File: config.mk
export PLATFORM = sky130hd
export DESIGN_NAME = tccs_ctrl
export DESIGN_NICKNAME = d
export VERILOG_FILES = /design/src/hdl/tccs_pkg.sv /design/src/hdl/tccs_ctrl.sv
export SDC_FILE = /design/constraint.sdc
export NUM_CORES = 1
export LEC_CHECK = 0
export ABC_AREA = 1
export BUFFER_PORTS_ARGS = -buffer_cell sky130_fd_sc_hd__buf_2
export CAP_MARGIN = 0
export CORE_AREA = 2 2 39 41
export CTS_CLUSTER_SIZE = 12
export DETAILED_ROUTE_END_ITERATION = 8
export DIE_AREA = 0 0 41 43
export GPL_TIMING_DRIVEN = 0
export PLACE_DENSITY = 0.53
export SLEW_MARGIN = 0
export SYNTH_ARGS = -nofsm -noshare
export SYNTH_HDL_FRONTEND = slang
export SYNTH_SLANG_ARGS = --single-unit
File: constraint.sdc
create_clock -name clk -period 1.55 [get_ports clk]
set_input_delay 0 -clock clk [delete_from_list [all_inputs] [get_ports clk]]
set_output_delay 0 -clock clk [all_outputs]
set_load 0.03 [all_outputs]
File: src/hdl/tccs_pkg.sv
// Shared constants, codes and controller/datapath interface types for the text console.
package tccs_pkg;

    localparam int DEF_COLS = 80;
    localparam int DEF_ROWS = 25;

    localparam int CHAR_W  = 8;
    localparam int IDX_W   = 11;
    localparam int POS_W   = 11;
    localparam int DATA_W  = 16;
    localparam int COLOR_W = 4;

    localparam logic [CHAR_W-1:0] CH_NEWLINE       = 8'h0A;
    localparam logic [CHAR_W-1:0] CH_RETURN        = 8'h0D;
    localparam logic [CHAR_W-1:0] CH_FIRST_PRINT   = 8'h20;
    localparam logic [CHAR_W-1:0] CH_LAST_PRINT    = 8'h7F;

    localparam logic [COLOR_W-1:0] TEXT_COLOR_RST = 4'd2;
    localparam logic [COLOR_W-1:0] BACK_COLOR_RST = 4'd0;

    // register select, taken from paddr[2]
    localparam logic REG_TEXT_COLOR = 1'b0;
    localparam logic REG_BACK_COLOR = 1'b1;

    localparam logic FUNC_PUT  = 1'b0;
    localparam logic FUNC_READ = 1'b1;

    typedef struct packed {
        logic take;      // latch the incoming request
        logic sweep;     // one step of the store sweep (scroll or clear)
        logic zero;      // sweep writes zeros everywhere (power-up clear)
        logic rd_cell;   // read the requested cell
        logic wr_char;   // write the character cell
        logic finish;    // update cursor and load the result register
    } tccs_cmd_t;

    typedef struct packed {
        logic sweep_last;
        logic is_read;
        logic is_print;
        logic need_scroll;
        logic out_full;
    } tccs_stat_t;

endpackage

File: src/hdl/tccs_ctrl.sv
// Controller state machine for the text console: clear, dispatch, scroll, write, result.
module tccs_ctrl
    import tccs_pkg::*;
(
    input  logic       clk,
    input  logic       rst_n,
    input  logic       in_valid,
    output logic       in_ready,
    input  tccs_stat_t stat,
    output tccs_cmd_t  cmd
);

    typedef enum logic [5:0] {
        ST_CLEAR    = 6'b000001,
        ST_IDLE     = 6'b000010,
        ST_DISPATCH = 6'b000100,
        ST_SCROLL   = 6'b001000,
        ST_WRITE    = 6'b010000,
        ST_DONE     = 6'b100000
    } tccs_state_t;

    tccs_state_t state_reg;
    tccs_state_t state_next;

    always_ff @(posedge clk or negedge rst_n)
    begin
        if (!rst_n)
        begin
            state_reg <= ST_CLEAR;
        end
        else
        begin
            state_reg <= state_next;
        end
    end

    always_comb
    begin
        state_next = state_reg;
        cmd        = '0;
        in_ready   = 1'b0;
        unique case (state_reg)
            ST_CLEAR:
            begin
                cmd.sweep = 1'b1;
                cmd.zero  = 1'b1;
                if (stat.sweep_last)
                begin
                    state_next = ST_IDLE;
                end
            end
            ST_IDLE:
            begin
                in_ready = 1'b1;
                if (in_valid)
                begin
                    cmd.take   = 1'b1;
                    state_next = ST_DISPATCH;
                end
            end
            ST_DISPATCH:
            begin
                if (stat.is_read)
                begin
                    cmd.rd_cell = 1'b1;
                    state_next  = ST_DONE;
                end
                else if (stat.need_scroll)
                begin
                    state_next = ST_SCROLL;
                end
                else if (stat.is_print)
                begin
                    cmd.wr_char = 1'b1;
                    state_next  = ST_DONE;
                end
                else
                begin
                    state_next = ST_DONE;
                end
            end
            ST_SCROLL:
            begin
                cmd.sweep = 1'b1;
                if (stat.sweep_last)
                begin
                    state_next = stat.is_print ? ST_WRITE : ST_DONE;
                end
            end
            ST_WRITE:
            begin
                cmd.wr_char = 1'b1;
                state_next  = ST_DONE;
            end
            ST_DONE:
            begin
                if (!stat.out_full)
                begin
                    cmd.finish = 1'b1;
                    state_next = ST_IDLE;
                end
            end
            default:
            begin
                state_next = ST_IDLE;
            end
        endcase
    end

endmodule

==> results of run 1 <==
==> worst min-delay path: cells and delay by family <==
family	cells	cell delay (ns)
buffers and inverters	2	0.12
AND/OR/NAND/NOR	1	0.10
==> logic make-up after synthesis <==
logic type / Yosys count
flip-flops: 6
buffers and inverters: 15
AND/OR/NAND/NOR: 46
AO/OA/AOI/OAI: 1
==> worst paths after layout <==
kind / endpoint / start / cells past startpoint
worst max-delay path: cmd[4] / state_reg[0]$_DFFE_PN1P_ / 5
worst min-delay path: state_reg[2]$_DFFE_PN0P_ / in_valid / 3
worst max register to register: state_reg[3]$_DFFE_PN0P_ / state_reg[0]$_DFFE_PN1P_ / 8
worst min register to register: state_reg[3]$_DFFE_PN0P_ / state_reg[3]$_DFFE_PN0P_ / 2
max in group asynchronous: state_reg[0]$_DFFE_PN1P_ / rst_n / 2
min in group asynchronous: state_reg[3]$_DFFE_PN0P_ / rst_n / 2
==> stage by stage <==
stage	util (%)	std cells	setup WS (ns)	area [sq um]	hold WS, ns
after floorplan	-	68	0.3022	436.7	-0.2956
after global placement	38.07	98	0.2934	526.8	-0.1718
after detailed placement	38.07	98	0.3077	526.8	-0.1705
after CTS	41.41	104	0.1088	573.1	0.01252
after global routing	42.13	104	0.06628	583.1	0.02023
final	42.13	104	0.1712	583.1	0.01102
==> layout make-up <==
cell class	instances	share of cell area [%]
multi-input cells	47	40.99
inverters	15	9.657
repair buffers	16	15.45
clock buffers	4	4.506
flip-flops and latches	6	25.97
well taps	16	3.433
==> routing by layer <==
metal	track usage [%]	routed length (um)	up-vias
li1	-	-	251
met2	20.31	446	16
met3	7.853	66	2
met5	0	0	-
met4	6.000	10	0
met1	16.72	431	210
==> cell usage after synthesis (all sizes together) <==
library cell   n  share of area, %
nand2         18                17
o21ai          1               1.1
inv           15                13
dfrtp          5                29
nand4          5               7.2
dfstp          1               6.0
nor2          16                18
nand3          7               9.2
==> power breakdown <==
group / switching [W] / leakage, nW / internal (W)
Clock: 0.0000640 / 0.0150 / 0.0000980
Sequential: 0.0000423 / 0.0764 / 0.000193
Combinational: 0.000309 / 0.278 / 0.000134
==> layout by cell type (no fill, tap or decap), drive strengths merged <==
master | netlist | final
o21ai | 1 | 1
dfstp | 1 | 1
buf | 0 | 14
dfrtp | 5 | 5
nor2 | 16 | 16
nand4 | 5 | 5
nand2 | 18 | 18
inv | 15 | 15
clkbuf | 0 | 4
nand3 | 7 | 7
dlygate4sd3 | 0 | 2
==> what timing repair did <==
action,CTS,global route
hold endpoints to repair,7,0
gates resized for setup,0,2
hold buffers,2,0
setup endpoints to repair,0,2
==> metrics, run 1 <==
CP required 1.55 ns; drt first pass iters 4; cell family with most CP delay flip-flops; Multi-input gate area 239.0 sq um; leak pwr 0.3692 nW; root buf cell clkbuf_4; Post-CTS Setup Inserts 0; die width 41 um; max reg flops 6; Compound-Gate Fraction of Synth Area 1.146%; CP Launch Type flip-flop; min Tclk post-route 1.379 ns; max incr delay on CP 0.55 ns; clock slew at reported path FFs 0.05 ns; clock skew 0.01003 ns; fmax 725.3 MHz; synthesized-area fraction occupied by adder cells 0%; status completed; Nets 97; Num CTS Buffers 3; vias in the first global route 399; post-synthesis sequential element count 6; RSZ-0062 raised after global routing no; post-route ant nets 0; synth unique cells 13; CTS tree built; fraction of the mapped netlist area in simple logic gates 51.29%; clk buf depth 2; largest net degree at the start of global routing 8; Arr. time, crit path 1.38 ns; Die Span Y 43 um; worst hold path type in -> reg; Vias 479; Crit Path Class reg -> out; Initial Util 31.56%; clock sinks 6; Mapped Area 436.7 sq um; crit path cell chain inv_1, nor2_1, nand3_1, nand2_2, buf_2; post-synthesis mux area share 0%; layout cell share with drive strength beyond 1 31.82%; full die area 1763 sq um; Vias/cell 4.606; Hold Vio Cnt, Final 0; worst vdd ir 0.0007265 V; Worst-Margin Slew 0.1987 ns; FILL cells 149; largest family of logic cells by synthesized area simple AND/OR/NAND/NOR gates; n_diodes 0; Core Area 1384 sq um; routability-driven placement congestion ratio 0.7304; relative slew slack 86.72%; Final setup viols 0; global route overflow 0; Worst setup EP type primary output; input/output buffers 14; setup TNS 0 ns; num ports 15; first-pass GRT wire length 1621 um; syn_area_per_cell 6.422 sq um; CP max FO 3; Max-Cap Viols 0; pins over their slew limit 0; FP Rows 14; CP bufs+invs 2; H-Tree Depth 1; DRC 0; Pwr Density 1442 nW/um^2; post-synthesis xor/xnor area fraction 0%; yosys warns 0; Detail Placement HPWL 746.4 um; later-pin clock latency in the skew report 0.26 ns; synthesis-to-layout area growth 33.52%; initial antenna violation count 0; critical path's slowest cell dfstp_2; total power draw 0.0008407 W; Syn Inst Count 68; Worst R2R Setup Slack 0.33 ns; fin crit share 88.95%; syn_nets 76; Reg area 151.4 sq um; initial DRC count 12; routed wire length 954 um; WL/cell 9.173 um; post-synthesis sequential area ratio 34.67%; GRT Util Overall 14.14%
Note: power is estimated with default switching activity, not from simulation.
==> run 2, diff against run 1 <==
Settings changed: ABC_AREA 1 to unset, PLACE_DENSITY 0.53 to 0.51.
==> run 2 against run 1 <==
The run now ends with setup timing left. Clock skew decreased by 0.0079 ns. Combinational power increased by 42%. Wire length increased by 9.7%. Count of clock-buffer cells in the layout unchanged. Cell count decreased by 9.6%. Flip-flop and latch count unchanged. Setup slack got worse by 0.30 ns. Sequential share of layout area decreased by 3.8 points. Worst hold slack improved by 0.020 ns. Final area increased by 19%.
==> metrics, run 2 <==
Crit Path Class reg -> reg; clock sinks 6; routed wire length 1047 um; yosys warns 0; RSZ-0062 raised after global routing yes; Pwr Density 1505 nW/um^2; Flop pwr share 25.1%; post-route ant nets 0; Hold Vio Cnt, Final 0; status finished, violations left; pins over their slew limit 0; layout cell share with drive strength beyond 1 51.28%; clock share of power 14.7%; top cells by area, synth dfrtp_1 31%, dfstp_2 6.4%, nor2_1 6.4%, nor2b_1 6.1%, nand3_1 3.7%; switch share 43.13%; ys flop type dfrtp_1; routability-driven placement congestion ratio 0.7413; synthesis-to-layout area growth 70.55%; root buf cell clkbuf_4; max incr delay on CP 0.52 ns; Nets 87; Mapped Area 407.9 sq um; FP Rows 14; Worst-Margin Slew 0.4173 ns; Worst setup EP type flip-flop; Area after DPL 498.0 sq um; CP max FO 4; Yosys top cell by area dfrtp_1; die width 41 um; Logic pwr share 60.2%; largest net degree at the start of global routing 8; clock slew at reported path FFs 0.04 ns; Yosys top cell area share 30.67%; full die area 1763 sq um; worst hold path type in -> reg; worst vdd ir 0.0009187 V; Detail Placement HPWL 739.5 um; first-pass GRT wire length 1676 um; critical path's slowest cell or4_4; initial DRC count 6; leak pwr 0.3372 nW; Syn Inst Count 49; DRC 0; P_sw 0.0004516 W; CP Launch Type flip-flop; clk buf depth 2; syn_nets 57; post-route cell area 695.7 sq um; synth unique cells 26; fmax 594.7 MHz; global route overflow 0; CP required 1.73 ns; min Tclk post-route 1.682 ns; fin crit share 108.5%; CTS tree built; post-layout util 50.27%; total power draw 0.001047 W; Arr. time, crit path 1.86 ns; Final setup viols 6; num ports 15; Internal Power 0.0005954 W; Initial Util 29.48%; vias in the first global route 417; post-synthesis sequential area ratio 37.12%; crit path cell chain or4_4, or3_4, o211ai_4, a22o_1; later-pin clock latency in the skew report 0.24 ns; post-synthesis sequential element count 6; n_diodes 0; Vias/cell 5.021; commonest non-fill, non-tap cell in the layout buf_2; dpl cells 79; initial antenna violation count 0; Finished Layout Cells 94; dpl ws -0.1842 ns; count leader, synth nor2_1; max reg flops 6; input/output buffers 14; drt first pass iters 4; number of enable flip-flop cells after synthesis 0; syn_area_per_cell 8.324 sq um; Die Span Y 43 um; relative slew slack 71.95%; ys async rst share 100.0%; Post-synth top cells 7 x nor2_1, 5 x dfrtp_1, 4 x nor2b_1; Max-Cap Viols 0; Vias 472; most frequent cells in the layout 11 x buf_2, 9 x buf_4, 6 x nor2_1; clock skew 0.002153 ns; Num CTS Buffers 3; GRT Util Overall 14.17%; Core Area 1384 sq um; failing checks setup timing; H-Tree Depth 1; WL/cell 11.14 um; Final WS setup -0.1316 ns
-- run 2: worst paths after layout --
path	slack, ns	cells after the start	end	start
max reg2reg	-0.13	4	state_reg[3]$_DFFE_PN0P_	state_reg[5]$_DFFE_PN0P_
max in group asynchronous	1.23	2	state_reg[0]$_DFFE_PN1P_	rst_n
min	0.03	2	state_reg[1]$_DFFE_PN0P_	in_valid
max	-0.13	4	state_reg[3]$_DFFE_PN0P_	state_reg[5]$_DFFE_PN0P_
min reg2reg	0.61	3	state_reg[4]$_DFFE_PN0P_	state_reg[5]$_DFFE_PN0P_
min in group asynchronous	0.10	2	state_reg[5]$_DFFE_PN0P_	rst_n
-- run 2: layer usage --
| metal | wire length (um) | global-route usage, % | vias to the layer above | part of all wire (%) |
|---|---|---|---|---|
| li1 | - | - | 234 | - |
| met1 | 439 | 17.16 | 222 | 42 |
| met2 | 542 | 20.94 | 16 | 52 |
| met3 | 65 | 9.424 | 0 | 6.2 |
| met4 | 0 | 2.000 | 0 | 0 |
| met5 | 0 | 0 | - | 0 |
-- run 2: power groups by stage --
| stage | registers [W] | clock network [W] | logic (W) |
|---|---|---|---|
| after detailed placement | 0.000254 | 0 | 0.000423 |
| after global placement | 0.000254 | 0 | 0.000422 |
| after global routing | 0.000269 | 0.000173 | 0.000687 |
| after CTS | 0.000259 | 0.000160 | 0.000522 |
| after floorplan | 0.000236 | 0 | 0.000331 |
| final | 0.000263 | 0.000153 | 0.000631 |
-- run 2: kinds of logic (layout without fill, tap and decap cells) --
kind of cell	Yosys count	in the layout	share of synthesized area (%)
AO/OA/AOI/OAI	10	10	18.71
XOR/XNOR	2	2	4.295
buffers and inverters	3	32	2.761
flip-flops	6	6	37.12
AND/OR/NAND/NOR	28	28	37.12
-- run 2: worst max-delay path: cells and delay by family, from the launching register on --
kind | cells | cell delay, ns
and+or+nand+nor | 2 | 0.91
DFF | 1 | 0.43
AOI/OAI and AO/OA | 2 | 0.27
-- run 2: area by class of cell --
cell class | count | area [sq um]
inverters | 3 | 11.26
multi-input cells | 40 | 310.3
clock buffers | 4 | 26.28
flip-flops and latches | 6 | 153.9
repair buffers | 25 | 173.9
well taps | 16 | 20.02
fillers | 142 | 688.2
-- run 2: metrics by stage --
step / hold WS (ns) / TNS, ns
after floorplan: -0.2956 / -0.2249
after global placement: -0.1722 / -0.7826
after detailed placement: -0.1720 / -0.7094
after CTS: 0.01803 / -0.5685
after global routing: 0.04414 / -0.8852
final: 0.03132 / -0.5146
-- run 2: repair_timing --
action,in CTS,in global routing
buffers inserted,2,5
hold buffers,4,0
endpoints found under the setup margin,7,9
resized for setup,10,11
pin swaps,5,5
hold endpoints to repair,9,0
==> run 3, diff against run 2 <==
Settings changed: SETUP_SLACK_MARGIN set to 0.5.
==> run 3 against run 2 <==
The flow still finishes with violations (setup timing). Sequential share of layout area down 2.2 points. Fmax up 0.28%. Setup slack better by 0.0046 ns. Largest cell class unchanged. Register-to-register slack about the same. Flip-flop and latch count unchanged. Global-route usage up 1.3 points. Sequential power up 3%. Core utilization up 6.5 points. Critical path depth unchanged. Via count up 3.6%. Non-clock buffer count up 2. Critical path type unchanged. Critical endpoint unchanged. Highest routed layer unchanged. Largest power group unchanged.
==> metrics, run 3 (same netlist as run 2, synthesis figures left out) <==
Hold Vio Cnt, Final 0; RSZ-0062 raised after global routing yes; max incr delay on CP 0.54 ns; Worst setup EP type flip-flop; Finished Layout Cells 96; max reg flops 6; Arr. time, crit path 1.85 ns; initial DRC count 2; Detail Placement HPWL 734.9 um; critical path's slowest cell or4_4; layout cell share with drive strength beyond 1 65.00%; hold slack 0.01312 ns; root buf cell clkbuf_4; routed wire length 1248 um; most frequent cells in the layout 9 x buf_4, 8 x buf_2, 7 x buf_6; relative slew slack 77.42%; Max-Cap Viols 0; post-route ant nets 0; Pwr Density 1582 nW/um^2; commonest non-fill, non-tap cell in the layout buf_4; H-Tree Depth 1; Nets 89; worst vdd ir 0.0007968 V; CP required 1.73 ns; failing checks setup timing; global route overflow 0; Worst-Margin Slew 0.3362 ns; Final setup viols 6; status finished, violations left; crit path cell chain or4_4, or3_4, o211ai_4, a22o_1; Final WS setup -0.1270 ns; clk buf depth 2; Crit Path Class reg -> reg; clock slew at reported path FFs 0.05 ns; CTS tree built; leak pwr 0.3587 nW; worst hold path type in -> reg; Vias 489; WL/cell 13.00 um; pins over their slew limit 0; Num CTS Buffers 3; Vias/cell 5.094; clock sinks 6; full die area 1763 sq um; CP bufs+invs 0; vias in the first global route 431; num ports 15; dpl ws -0.1699 ns; drt first pass iters 2; die width 41 um; cell family with most CP delay simple AND/OR/NAND/NOR gates; initial antenna violation count 0; input/output buffers 14; fin crit share 108.2%; min Tclk post-route 1.677 ns; Core Area 1384 sq um; fmax 596.3 MHz; dpl cells 79; GRT Util Overall 15.52%; first-pass GRT wire length 1821 um; later-pin clock latency in the skew report 0.24 ns; CP max FO 4; synthesis-to-layout area growth 92.64%; clock skew 0.002623 ns; DRC 0; CP Launch Type flip-flop; largest net degree at the start of global routing 8; Initial Util 29.48%; routability-driven placement congestion ratio 0.7228; Die Span Y 43 um; n_diodes 0; FP Rows 14
## run 3: changes by cell type in the layout (fill, tap and decap cells not counted), sizes merged
| cell | delta |
|---|---|
| buf | +3 |
| dlygate4sd3 | -1 |
## run 3: area by class of cell
type / count / area [sq um]
timing repair buffer: 27 / 216.5
tap: 16 / 20.02
clock buffer: 4 / 26.28
fill: 132 / 598.1
multi-input combinational: 40 / 355.3
inverter: 3 / 11.26
sequential: 6 / 156.4
## run 3: power by group
group / switching [W] / internal, W / leakage [nW]
Combinational: 0.000386 / 0.000431 / 0.273
Clock: 0.0000574 / 0.0000976 / 0.0150
Sequential: 0.0000739 / 0.000198 / 0.0706
## run 3: layer usage
| layer | up-vias | global-route usage (%) | wire length (um) |
|---|---|---|---|
| li1 | 239 | - | - |
| met1 | 243 | 19.60 | 514 |
| met2 | 7 | 23.75 | 694 |
| met3 | 0 | 6.283 | 38 |
| met4 | 0 | 4.000 | 0 |
| met5 | - | 0 | 0 |
## run 3: what timing repair did
| item | CTS | global route |
|---|---|---|
| endpoints found under the setup margin | 13 | 13 |
| pin swaps | 6 | 4 |
| endpoints found under the hold margin | 8 | 0 |
| resized for setup | 19 | 18 |
| buffers inserted | 7 | 3 |
| hold buffers | 3 | 0 |
## run 3: path summary, 6_finish.rpt
check | start | end | slack, ns | cells past startpoint
max reg2reg | state_reg[2]$_DFFE_PN0P_ | state_reg[3]$_DFFE_PN0P_ | -0.13 | 4
min reg2reg | state_reg[5]$_DFFE_PN0P_ | state_reg[1]$_DFFE_PN0P_ | 0.70 | 3
max in group asynchronous | rst_n | state_reg[0]$_DFFE_PN1P_ | 1.23 | 2
min in group asynchronous | rst_n | state_reg[5]$_DFFE_PN0P_ | 0.10 | 2
max | state_reg[2]$_DFFE_PN0P_ | state_reg[3]$_DFFE_PN0P_ | -0.13 | 4
min | stat[1] | state_reg[3]$_DFFE_PN0P_ | 0.01 | 2
## run 3: metrics by stage
stage          cell area, sq um  utilization (%)  TNS [ns]  power (W)
6_report                  785.8            56.78   -0.5207   0.001243
5_1_grt                   785.8            56.78   -0.9750   0.001337
4_1_cts                   694.4            50.18   -0.5924   0.001061
3_5_place_dp              516.7            37.34   -0.6611  0.0006930
3_3_place_gp              516.7            37.34   -0.7052  0.0006954
2_1_floorplan             426.7                -   -0.2250  0.0005836
